`config.mk`:
```
export PLATFORM = sky130hd
export DESIGN_NAME = occg_setup
export DESIGN_NICKNAME = d
export VERILOG_FILES = /design/src/rtl/core/assert_macros.svh /design/src/rtl/core/occg_pkg.sv /design/src/rtl/core/occg_setup.sv
export SDC_FILE = /design/constraint.sdc
export NUM_CORES = 1
export LEC_CHECK = 0
export CORE_MARGIN = 3
export CORE_UTILIZATION = 50
export CTS_CLUSTER_SIZE = 28
export DETAILED_ROUTE_END_ITERATION = 7
export DONT_BUFFER_PORTS = 1
export SETUP_SLACK_MARGIN = 0.1
export SLEW_MARGIN = 20
export SYNTH_ARGS = -nofsm -noshare
export SYNTH_HDL_FRONTEND = slang
export SYNTH_SLANG_ARGS = --single-unit
```
`constraint.sdc`:
```
create_clock -name i_clk -period 4.83 [get_ports i_clk]
set_clock_uncertainty 0.1 [all_clocks]
set_input_delay 0.2415 -clock i_clk [delete_from_list [all_inputs] [get_ports i_clk]]
set_output_delay 0.2415 -clock i_clk [all_outputs]
set_load 0.01 [all_outputs]
```
`src/rtl/core/assert_macros.svh`:
```
// assertion macros shared by the rtl of the coverage grid
`ifndef ASSERT_MACROS_SVH
`define ASSERT_MACROS_SVH

// same-cycle implication, checked on the rising edge, off during reset
`define OCCG_ASSERT_IMP(lbl, clk, rst_n, ante, cons) \
    lbl: assert property (@(posedge clk) disable iff (!rst_n) (ante) |-> (cons)) \
        else $error("occg check failed");

// next-cycle implication, checked on the rising edge, off during reset
`define OCCG_ASSERT_NXT(lbl, clk, rst_n, ante, cons) \
    lbl: assert property (@(posedge clk) disable iff (!rst_n) (ante) |=> (cons)) \
        else $error("occg check failed");

`endif

```
`src/rtl/core/occg_pkg.sv`:
```
// shared types, codes and sizes of the overlap cost coverage grid
package occg_pkg;

    // grid geometry and count width
    localparam int GRID_W     = 128;
    localparam int GRID_H     = 128;
    localparam int COUNT_BITS = 8;
    localparam int CELLS      = GRID_W * GRID_H;

    // derived widths
    localparam int AW = $clog2(CELLS);        // cell address
    localparam int XB = $clog2(GRID_W);       // column offset within window
    localparam int YB = $clog2(GRID_H);       // row offset within window
    localparam int WW = $clog2(GRID_W + 1);   // effective window width
    localparam int CW = 14;                   // signed map coordinate math

    localparam logic [COUNT_BITS-1:0] COUNT_MAX = {COUNT_BITS{1'b1}};
    localparam logic signed [CW-1:0]  ONE_S     = 1;

    // operation codes
    localparam logic [1:0] OP_ADD   = 2'd0;
    localparam logic [1:0] OP_SUB   = 2'd1;
    localparam logic [1:0] OP_CLEAR = 2'd2;
    localparam logic [1:0] OP_NONE  = 2'd3;

    // status codes
    localparam logic [1:0] ST_OK  = 2'd0;
    localparam logic [1:0] ST_OVF = 2'd1;
    localparam logic [1:0] ST_UNF = 2'd2;

    // configuration register indexes
    localparam int          CFG_IDX_W  = 2;
    localparam int          CFG_DATA_W = 12;
    localparam logic [CFG_IDX_W-1:0] CFG_CLIP_X = 2'd0;
    localparam logic [CFG_IDX_W-1:0] CFG_CLIP_Y = 2'd1;
    localparam logic [CFG_IDX_W-1:0] CFG_CLIP_W = 2'd2;
    localparam logic [CFG_IDX_W-1:0] CFG_CLIP_H = 2'd3;

    localparam logic [7:0] CLIP_W_RST = 8'd128;
    localparam logic [7:0] CLIP_H_RST = 8'd128;

    typedef struct packed {
        logic [1:0]         op;
        logic signed [11:0] rect_x;
        logic signed [11:0] rect_y;
        logic [7:0]         rect_w;
        logic [7:0]         rect_h;
    } t_in;

    typedef struct packed {
        logic [31:0] total_cost;
        logic [1:0]  status;
    } t_out;

    typedef struct packed {
        logic signed [11:0] clip_x;
        logic signed [11:0] clip_y;
        logic [7:0]         clip_w;
        logic [7:0]         clip_h;
    } t_cfg;

    // command from the setup pipeline to the grid walker
    typedef struct packed {
        logic          go;
        logic [1:0]    kind;    // op code, OP_NONE when nothing is covered
        logic [AW-1:0] base;    // address of the first covered cell
        logic [XB-1:0] ncols;   // covered columns minus one
        logic [YB-1:0] nrows;   // covered rows minus one
        logic [WW-1:0] stride;  // effective window width
    } t_walk_cmd;

    // status from the grid walker
    typedef struct packed {
        logic        idle;
        logic        done;
        logic [1:0]  status;
        logic [31:0] cost;
    } t_grid_stat;

endpackage

```
`src/rtl/core/occg_setup.sv`:
```
// clip and start-address pipeline: turns one beat into a walk command
module occg_setup (
    input  logic               i_clk,
    input  logic               i_rst_n,
    input  logic               i_go,
    input  occg_pkg::t_in      i_item,
    input  occg_pkg::t_cfg     i_cfg,
    output occg_pkg::t_walk_cmd o_cmd
);

    localparam int CW = occg_pkg::CW;
    localparam int PW = occg_pkg::YB + occg_pkg::WW;

    // stage 1: window and clipped corners
    logic signed [CW-1:0] c_cx, c_cy, c_rx, c_ry, c_rw, c_rh, c_cw, c_ch;
    logic signed [CW-1:0] c_weff, c_heff, c_rx1, c_ry1, c_cx1, c_cy1;
    logic signed [CW-1:0] c_gw, c_gh;

    logic                 r_s1_go;
    logic [1:0]           r_s1_op;
    logic signed [CW-1:0] r_x0, r_y0, r_x1, r_y1, r_cx, r_cy, r_weff;

    // stage 2: window offsets and extents
    logic signed [CW-1:0] c_ox, c_oy, c_nc, c_nr;

    logic                       r_s2_go;
    logic [1:0]                 r_s2_op;
    logic [occg_pkg::XB-1:0]    r_ox, r_ncols;
    logic [occg_pkg::YB-1:0]    r_oy, r_nrows;
    logic [occg_pkg::WW-1:0]    r_stride;

    // stage 3: first cell address
    logic [PW-1:0]              c_prod;
    occg_pkg::t_walk_cmd        r_cmd;

    always_comb begin
        c_gw   = $signed(CW'(occg_pkg::GRID_W));
        c_gh   = $signed(CW'(occg_pkg::GRID_H));
        c_cx   = CW'(i_cfg.clip_x);
        c_cy   = CW'(i_cfg.clip_y);
        c_rx   = CW'(i_item.rect_x);
        c_ry   = CW'(i_item.rect_y);
        c_rw   = $signed(CW'(i_item.rect_w));
        c_rh   = $signed(CW'(i_item.rect_h));
        c_cw   = $signed(CW'(i_cfg.clip_w));
        c_ch   = $signed(CW'(i_cfg.clip_h));
        c_weff = (c_cw > c_gw) ? c_gw : c_cw;
        c_heff = (c_ch > c_gh) ? c_gh : c_ch;
        c_rx1  = c_rx + c_rw - occg_pkg::ONE_S;
        c_ry1  = c_ry + c_rh - occg_pkg::ONE_S;
        c_cx1  = c_cx + c_weff - occg_pkg::ONE_S;
        c_cy1  = c_cy + c_heff - occg_pkg::ONE_S;
    end

    always_ff @(posedge i_clk) begin
        if (!i_rst_n) begin
            r_s1_go <= 1'b0;
        end else begin
            r_s1_go <= i_go;
        end
        r_s1_op <= i_item.op;
        r_x0    <= (c_rx > c_cx) ? c_rx : c_cx;
        r_y0    <= (c_ry > c_cy) ? c_ry : c_cy;
        r_x1    <= (c_rx1 < c_cx1) ? c_rx1 : c_cx1;
        r_y1    <= (c_ry1 < c_cy1) ? c_ry1 : c_cy1;
        r_cx    <= c_cx;
        r_cy    <= c_cy;
        r_weff  <= c_weff;
    end

    always_comb begin
        c_ox = r_x0 - r_cx;
        c_oy = r_y0 - r_cy;
        c_nc = r_x1 - r_x0;
        c_nr = r_y1 - r_y0;
    end

    always_ff @(posedge i_clk) begin
        if (!i_rst_n) begin
            r_s2_go <= 1'b0;
        end else begin
            r_s2_go <= r_s1_go;
        end
        // empty rectangle, empty window or no overlap: nothing to walk
        if ((r_s1_op == occg_pkg::OP_ADD || r_s1_op == occg_pkg::OP_SUB)
                && ((r_x0 > r_x1) || (r_y0 > r_y1))) begin
            r_s2_op <= occg_pkg::OP_NONE;
        end else begin
            r_s2_op <= r_s1_op;
        end
        r_ox     <= c_ox[occg_pkg::XB-1:0];
        r_oy     <= c_oy[occg_pkg::YB-1:0];
        r_ncols  <= c_nc[occg_pkg::XB-1:0];
        r_nrows  <= c_nr[occg_pkg::YB-1:0];
        r_stride <= r_weff[occg_pkg::WW-1:0];
    end

    assign c_prod = PW'(r_oy) * PW'(r_stride);

    always_ff @(posedge i_clk) begin
        if (!i_rst_n) begin
            r_cmd.go <= 1'b0;
        end else begin
            r_cmd.go <= r_s2_go;
        end
        r_cmd.kind   <= r_s2_op;
        r_cmd.base   <= occg_pkg::AW'(c_prod) + occg_pkg::AW'(r_ox);
        r_cmd.ncols  <= r_ncols;
        r_cmd.nrows  <= r_nrows;
        r_cmd.stride <= r_stride;
    end

    assign o_cmd = r_cmd;

endmodule

```
# After elaboration in Yosys (flattened, before gate mapping)
# Cells that the tools add are included.
[totals]
ff_bits = 159
latch_bits = 0
mem_bits_rw = 0
mem_bits_ro = 0
in_bits = 85
word_cells = 55
n_memories = 0
[classes]
add_sub_neg = 13
multipliers = 1
n_div = 0
order_cmp = 8
eq_ne = 1
shifts = 0
mux = 6
bitwise = 0
reduce_logical = 4
[op_table]
columns = ["op", "n"]
rows = [
  ["$mux 14", 4],
  ["$sub 13x2->14 const B", 4],
  ["$add 12x9->13", 4],
  ["$gt 14x14->1", 2],
  ["$lt 14x14->1", 2],
  ["$sub 7x7->7", 4],
  ["$gt 12x12->1", 2],
  ["$gt 8x8->1 const B", 2],
  ["$mux 8", 2],
  ["$add 14x7->14", 1],
  ["$mul 7x8->14", 1],
  ["$eq 2x1->1 const B", 1],
  ["$logic_not 2->1", 1],
  ["$logic_or 1x1->1", 2],
  ["$logic_and 1x1->1", 1],
]

# Logic depth before layout (Yosys ltp)
# Gate-level depths: netlist of the first run.
[logic_depth]
ltp_word = 6
depth_mapped = 22
depth_no_buf = 21

# Worst setup path after synthesis of the first run
# No wires, ideal clock.
[synth_timing]
path_type = "reg-to-reg"
startpoint = "register r_oy[6] (netlist name)"
endpoint = "register r_cmd (netlist bit o_cmd[34])"
setup_ns = 0.072
arrival_ns = 4.037
setup_slack_ns = 0.621
stages_incl_launch_ff = 16
n_path_buf = 1
synth_period_minus_slack_ns = 4.209
cell_sequence = "dfxtp_1 > clkbuf_1 > nand2_1 > fa_1 > inv_1 > fa_1 > inv_1 > fa_1 > fa_1 > inv_1 > ha_1 > or3_1 > a311oi_1 > o41ai_1 > a21oi_1 > xnor2_1"
[synth_between]
elab_chain_len = 2
[synth_rtl]
columns = ["item", "line", "source"]
rows = [
  ["start: declaration", "occg_setup.sv:29", "logic [occg_pkg::YB-1:0] r_oy, r_nrows;"],
  ["start signal: assignment", "occg_setup.sv:92", "r_oy <= c_oy[occg_pkg::YB-1:0];"],
  ["$mul 7x8->14", "occg_setup.sv:98", "assign c_prod = PW'(r_oy) * PW'(r_stride);"],
  ["$add 14x7->14", "occg_setup.sv:107", "r_cmd.base <= occg_pkg::AW'(c_prod) + occg_pkg::AW'(r_ox);"],
  ["end: declaration", "occg_setup.sv:34", "occg_pkg::t_walk_cmd r_cmd;"],
]
# No other way between the ends.
# A chain may end at the register's enable or synchronous reset.

# Worst setup path in the final report of the first run
[layout_timing]
startpoint = "input i_item[29] (netlist name)"
endpoint = "register r_x1[5]"
[layout_between]
elab_chain_len = 4
[layout_rtl]
columns = ["item", "line", "source"]
rows = [
  ["start: declaration", "occg_setup.sv:6", "input occg_pkg::t_in i_item,"],
  ["$add 12x9->13 *", "occg_setup.sv:49", "c_rx1 = c_rx + c_rw - occg_pkg::ONE_S;"],
  ["$sub 13x2->14 *", "occg_setup.sv:49", ""],
  ["$lt 14x14->1", "occg_setup.sv:64", "r_x1 <= (c_rx1 < c_cx1) ? c_rx1 : c_cx1;"],
  ["$mux 14 *", "occg_setup.sv:64", ""],
  ["end signal: assignment", "occg_setup.sv:64", ""],
  ["end: declaration", "occg_setup.sv:21", "logic signed [CW-1:0] r_x0, r_y0, r_x1, r_y1, r_cx, r_cy, r_weff;"],
]
# Mark *: on every way between the ends. The rest lies on a longest branch, timed or not.

==> results.txt, run 1 <==
status = finished clean
crit share post-route = 0.904
number of global-route vias before repair = 8085
DRT antenna net count = 0
power share of the sequential group = 0.317
drt pass-1 iters = 5
die area = 24300 sq um
critical path's slowest cell = dlygate4sd3_1
global route total overflow = 0
Skew-Pair Late Insertion Delay = 0.43 ns
vias after detailed routing = 8020
Final Max Slew Viols = 0
R2R Setup Slk = 0.49 ns
clock share of power = 0.211
CTS Root Cell = clkbuf_16
DRC = 0
Slew headroom = 0.341
synthesized area = 11300 sq um
CTS max path bufs = 2
Sw Share = 0.381
GR Util All Layers = 0.201
CP Launch Point = i_item[29]
Syn. warnings = 0
most common cell after layout, fill and taps aside = inv_1
per-cell routed wire length = 14.5 microns
first-pass GRT wire length = 39300 microns
CTS Buf Count = 17
post-CTS sizing = 0
number of port buffers = 0
worst reg-to-reg path cell count = 14
Max-Cap Viols = 0
Cells after Synth = 1239
CP max FO = 9
unique cell type count in the Yosys netlist = 60
DR vias/cell = 4.99
Fillers = 1923
Reg clk slew, reported paths = 0.06 ns
leakage dissipation = 6.84 nW
initial cell density of the core = 0.512
worst hold path class = input port to flip-flop
Post-synth EDFFs = 0
Critical Path Stages = 20
Worst VDD drop = 0.000224 V
Sink Count = 155
layout cell share with drive strength beyond 1 = 0.0377
CP Capture Type = flip-flop
prevailing post-synth register cell = dfxtp_1
DR iter-0 viols = 323
# IOs = 124
CP top delay family = compound AO/OA/AOI/OAI gates
Max Freq = 229 MHz
Core ar. = 22000 sq um
Final Hold Vio Count = 0
worst reg2reg path startpoint = r_stride[2]$_DFF_P_
# rows = 54
post-layout minimum cycle time = 4.36 ns
worst hold margin = 0.0205 ns
most frequent cells in the layout = inv_1 (291), ha_1 (212), dfxtp_1 (155)
synthesis-to-layout area growth = 13.4%
critical path class = input port to flip-flop
PD cells = 483 nW/um^2
nets = 1655
WL final = 23400 microns
crit start category = input port
Yosys reg bits = 155
Worst path max stage delay = 0.57 ns
Syn Nets = 1579
post-route cell area = 12800 sq um
Critical Path AT = 4.58 ns
final setup violation count = 0
Fin Setup TNS = 0 ns
largest net degree at the start of global routing = 17
n_diodes = 0
Die Ht = 156 microns
H-tree depth = 4
worst-margin pin slew = 0.988 ns
crit path to = r_x1[5]$_DFF_P_
WP buf/inv = 4
Post-synth ARST share = 0
unrepaired setup endpoints after global routing = false
mean area per synthesized cell = 9.08 sq um
Comb power frac = 0.473
initial antenna violation count = 1
Int Power = 3.81 mW
detailed placement HPWL = 19200 microns
Die W = 156 microns
TritonCTS clock tree = yes
routability cong. = 0.892
register area share after synthesis = 0.276
crit-path cells = dlygate4sd3_1 -> inv_1 -> ha_1 -> inv_1 -> ha_1 -> fa_1 -> a211o_1 -> a21oi_1 -> o21ai_1 -> a21oi_1 -> o21ai_1 -> xnor2_1 -> inv_1 -> ha_1 -> a21o_1 -> a21oi_1 -> nand3_1 -> o21ai_0 -> o21ai_2 -> mux2_1
placed cell area = 11600 sq um
Worst Path Required = 5.04 ns
Psw = 2.35 mW
reg2reg end = o_cmd[34]$_DFF_P_
[through the flow]
stage	utilization	setup slack, ns	power (mW)	std cells
floorplan	-	0.621	4.24	1239
global placement	0.528	0.572	4.81	1517
detailed placement	0.528	0.470	4.86	1517
CTS	0.581	0.464	6.24	1608
finish	0.581	0.466	6.17	1608
global route	0.581	0.143	6.78	1608
[sequential cells by signal, summed over array words and instances, names as in the netlist, 2 cells and up]
register / cells
r_nrows: 7
r_y0: 12
r_cx: 7
r_x1: 14
r_s1_op: 2
r_s2_op: 2
r_oy: 7
r_weff: 8
r_stride: 8
o_cmd: 39
r_y1: 14
r_cy: 7
r_x0: 12
r_ox: 7
r_ncols: 7
[synthesized netlist by cell type (5+ instances only)]
| cell type | n | area [sq um] |
|---|---|---|
| inv_1 | 291 | 1090 |
| ha_1 | 212 | 2650 |
| dfxtp_1 | 155 | 3100 |
| nand2_1 | 68 | 255 |
| a21oi_1 | 52 | 260 |
| xnor2_1 | 45 | 394 |
| fa_1 | 43 | 861 |
| mux2i_1 | 40 | 400 |
| nor2_1 | 40 | 150 |
| a21o_1 | 36 | 270 |
| and2_1 | 30 | 188 |
| o21ai_0 | 24 | 120 |
| xor2_1 | 21 | 184 |
| nor2b_1 | 18 | 113 |
| o21ai_1 | 18 | 90.1 |
| nand2b_1 | 17 | 106 |
| nand3_1 | 13 | 65.1 |
| nand4_1 | 13 | 81.3 |
| o21a_1 | 10 | 75.1 |
| a211oi_1 | 9 | 67.6 |
| mux2_1 | 8 | 90.1 |
| nor3_1 | 8 | 40.0 |
| mux2_4 | 5 | 75.1 |
| o211ai_1 | 5 | 37.5 |
[cell families (layout without fill, tap and decap cells)]
logic type,after synthesis,in the layout,share of synthesized area
mux,53,53,0.0503
fa+ha+maj,255,255,0.312
xor+xnor,66,66,0.0514
simple gates,226,226,0.103
compound gates,185,185,0.106
buf+inv,299,388,0.101
flops,155,155,0.276
[power groups by stage]
stage	combinational, mW	clock (mW)	sequential, mW
floorplan	2.34	0	1.91
global placement	2.83	0	1.98
detailed placement	2.87	0	1.99
CTS	2.95	1.33	1.96
global route	3.38	1.39	2.00
finish	2.91	1.30	1.95
[tightest hold or removal path, delay by kind of cell]
family	cells	cell delay [ns]
multiplexers	1	0.07
buffers and inverters	1	0.04
adder cells (fa/ha/maj)	1	0.14
[layout make-up]
cell class | instances | area, sq um | share of cell area
clock buffers | 18 | 429 | 0.0336
clock inverters | 14 | 144 | 0.0113
inverters | 293 | 1100 | 0.0862
multi-input cells | 785 | 7020 | 0.550
flip-flops and latches | 155 | 3100 | 0.243
well taps | 280 | 350 | 0.0274
repair buffers | 63 | 621 | 0.0486
[worst min-delay path by stage]
| stage | cells after the start | start | slack (ns) | end |
|---|---|---|---|---|
| 4_1_cts | 3 | i_item[0] | 0.003 | r_y1[0]$_DFF_P_ |
| 3_3_place_gp | 0 | i_item[40] | 0.17 | r_s1_op[0]$_DFF_P_ |
| 2_1_floorplan | 0 | i_cfg[28] | 0.17 | r_cx[0]$_DFF_P_ |
| 5_1_grt | 2 | i_cfg[39] | 0.005 | r_x0[12]$_DFF_P_ |
| 6_report | 3 | i_item[0] | 0.02 | r_y1[0]$_DFF_P_ |
| 3_5_place_dp | 0 | i_cfg[17] | 0.17 | r_cy[1]$_DFF_P_ |
[timing repair]
action                                 4_1_cts  5_1_grt
buffers inserted                             0        0
hold buffers                                59        0
endpoints found under the hold margin       51        0
[layer usage]
layer	up-vias	track usage	share of wire
li1	4191	-	-
met1	3655	0.271	0.49
met2	138	0.330	0.46
met3	34	0.0361	0.036
met4	2	0.0580	0.019
met5	-	0	0.00056
Power figures use the tool's default switching activity.
==> inputs of run 2 (changes only) <==
Settings changed: ABC_AREA set to 1.
==> run 2 against run 1 <==
Flip-flop and latch count unchanged. Die area up 7.7%. Maximum frequency up 3.9%. Worst setup slack better by 0.16 ns. Utilization down 0.70 points. Wire length up 24%. Global-route usage up 2.5 points. Via count up 25%. Combinational power up 18%. Sequential share of layout area down 1.5 points. Cell count up 28%. Power up 9.6%.
==> results.txt, run 2 <==
status = finished clean
nets = 2060
Die W = 162 microns
# rows = 56
number of global-route vias before repair = 9871
register area share after synthesis = 0.255
post-CTS sizing = 0
CP Capture Type = flip-flop
worst hold margin = 0.0540 ns
utilization after layout = 0.574
unique cell type count in the Yosys netlist = 35
CP max FO = 8
top cells by count, synth = nand2_1 (423), inv_1 (410), ha_1 (212)
Syn. warnings = 0
Cells after Synth = 1659
detailed placement HPWL = 23800 microns
CTS Root Cell = clkbuf_16
die area = 26200 sq um
routability cong. = 0.890
Post-Place Cells = 1960
Synth area leaders = dfxtp_1 (26%), ha_1 (22%), nand2_1 (13%)
placed cell area = 12400 sq um
synthesized area = 12200 sq um
most common cell in the synthesized netlist = nand2_1
R2R Setup Slk = 0.63 ns
WP buf/inv = 3
Worst Path Required = 5.05 ns
Fin Setup TNS = 0 ns
Yosys reg bits = 155
crit-path cells = nand2_1 -> fa_1 -> inv_1 -> fa_1 -> inv_1 -> fa_1 -> fa_1 -> inv_1 -> ha_1 -> nand2_1 -> o21ai_0 -> nand3_1 -> nand3_1 -> nand2_1
mean area per synthesized cell = 7.33 sq um
WL final = 28900 microns
initial antenna violation count = 0
worst reg2reg path startpoint = r_stride[5]$_DFF_P_
critical path class = flip-flop to flip-flop
H-tree depth = 4
final setup violation count = 0
CP top delay family = adder cells
Final Max Slew Viols = 0
cell taking the most area after synthesis = dfxtp_1
Worst path max stage delay = 0.56 ns
CTS max path bufs = 2
CTS Buf Count = 17
DR vias/cell = 4.87
Largest register FFs = 39
crit share post-route = 0.870
Synth top area share = 0.255
Critical Path Stages = 14
Post-synth EDFFs = 0
TritonCTS clock tree = yes
Setup Buffers After CTS = 0
vias after detailed routing = 10003
Reg clk slew, reported paths = 0.06 ns
initial cell density of the core = 0.513
DRC = 0
number of port buffers = 0
most frequent cells in the layout = nand2_1 (423), inv_1 (410), ha_1 (212)
Die Ht = 162 microns
post-route cell area = 13600 sq um
DR iter-0 viols = 476
post-layout minimum cycle time = 4.20 ns
Max Freq = 238 MHz
leakage dissipation = 7.83 nW
Syn Nets = 1999
n_diodes = 0
Core ar. = 23700 sq um
layout cell share with drive strength beyond 1 = 0.0294
Critical Path AT = 4.42 ns
# IOs = 124
crit path to = o_cmd[33]$_DFF_P_
Final Hold Vio Count = 0
DRT antenna net count = 0
Post-Place Worst Slack = 0.593 ns
Sink Count = 155
global route total overflow = 0
critical path's slowest cell = fa_1
drt pass-1 iters = 5
crit start category = flip-flop
unrepaired setup endpoints after global routing = false
Layout Cells excl Fill = 2052
largest net degree at the start of global routing = 17
Final WS setup = 0.628 ns
worst hold path class = input port to flip-flop
Post-synth ARST share = 0
most common cell after layout, fill and taps aside = nand2_1
first-pass GRT wire length = 47900 microns
worst-margin pin slew = 0.565 ns
PD cells = 497 nW/um^2
CP Launch Point = r_stride[5]$_DFF_P_
Slew headroom = 0.622
CP most frequent cell = fa_1
GR Util All Layers = 0.226
Pwr Total = 6.76 mW
synthesis-to-layout area growth = 11.9%
Max-Cap Viols = 0
worst reg-to-reg path cell count = 14
per-cell routed wire length = 14.1 microns
prevailing post-synth register cell = dfxtp_1
Skew-Pair Late Insertion Delay = 0.43 ns
reg2reg end = o_cmd[33]$_DFF_P_
Worst VDD drop = 0.000307 V
==> run 2: cell count changes after synthesis, moves of 23 or more <==
cell | previous run | this run
nand3_1 | 13 | 70
and2_1 | 30 | 0
a21o_1 | 36 | 6
nand2_1 | 68 | 423
xor2_1 | 21 | 44
xnor2_1 | 45 | 16
mux2i_1 | 40 | 0
inv_1 | 291 | 410
a21oi_1 | 52 | 78
nor2_1 | 40 | 74
==> run 2: worst min path at each step <==
| stage | from | endpoint | slack, ns | cells after the start |
|---|---|---|---|---|
| 6_report | i_cfg[15] | r_weff[1]$_DFF_P_ | 0.05 | 3 |
| 5_1_grt | i_cfg[15] | r_weff[1]$_DFF_P_ | 0.09 | 3 |
| 4_1_cts | i_cfg[15] | r_weff[1]$_DFF_P_ | 0.03 | 3 |
| 3_5_place_dp | i_cfg[31] | r_cx[3]$_DFF_P_ | 0.17 | 0 |
| 3_3_place_gp | i_cfg[31] | r_cx[3]$_DFF_P_ | 0.17 | 0 |
| 2_1_floorplan | i_cfg[28] | r_cx[0]$_DFF_P_ | 0.17 | 0 |
==> run 2: kinds of logic after synthesis <==
family                   share of synthesized area
AO/OA/AOI/OAI                               0.0736
adder cells (fa/ha/maj)                      0.289
buffers and inverters                        0.137
XOR/XNOR                                    0.0432
AND/OR/NAND/NOR                              0.202
flip-flops                                   0.255
==> run 2: routing by layer <==
layer	vias up	routed length, microns	global-route usage
li1	5196	-	-
met4	0	570	0.0655
met3	44	1430	0.0426
met1	4553	13500	0.298
met2	210	13400	0.378
met5	-	0	0
==> run 2: repair_timing <==
action	in CTS	in global routing
hold buffers	60	0
endpoints found under the setup margin	0	0
hold endpoints to repair	51	0
==> run 2: area by class of cell <==
cell class                      instances  area [sq um]
Sequential cell                       155          3100
Inverter                              410          1540
Clock inverter                         15           143
Clock buffer                           17           425
Tap cell                              319           399
Multi-Input combinational cell       1076          7390
Fill cell                            2337         10100
Timing Repair Buffer                   60           601
==> run 2: worst register-to-register path, stage by stage, from the launching register on <==
cell and delay, ns:
dfxtp_1 0.54, nand2_1 0.15, fa_1 0.56, inv_1 0.05
fa_1 0.47, inv_1 0.05, fa_1 0.50, fa_1 0.54
inv_1 0.04, ha_1 0.37, nand2_1 0.11, o21ai_0 0.32
nand3_1 0.16, nand3_1 0.10, nand2_1 0.05
==> run 2: power breakdown <==
group | leakage (nW) | switching (mW) | internal [mW]
registers | 1.30 | 0.304 | 1.74
clock network | 0.273 | 0.565 | 0.718
logic | 6.26 | 2.05 | 1.38
total | 7.83 | 2.92 | 3.83
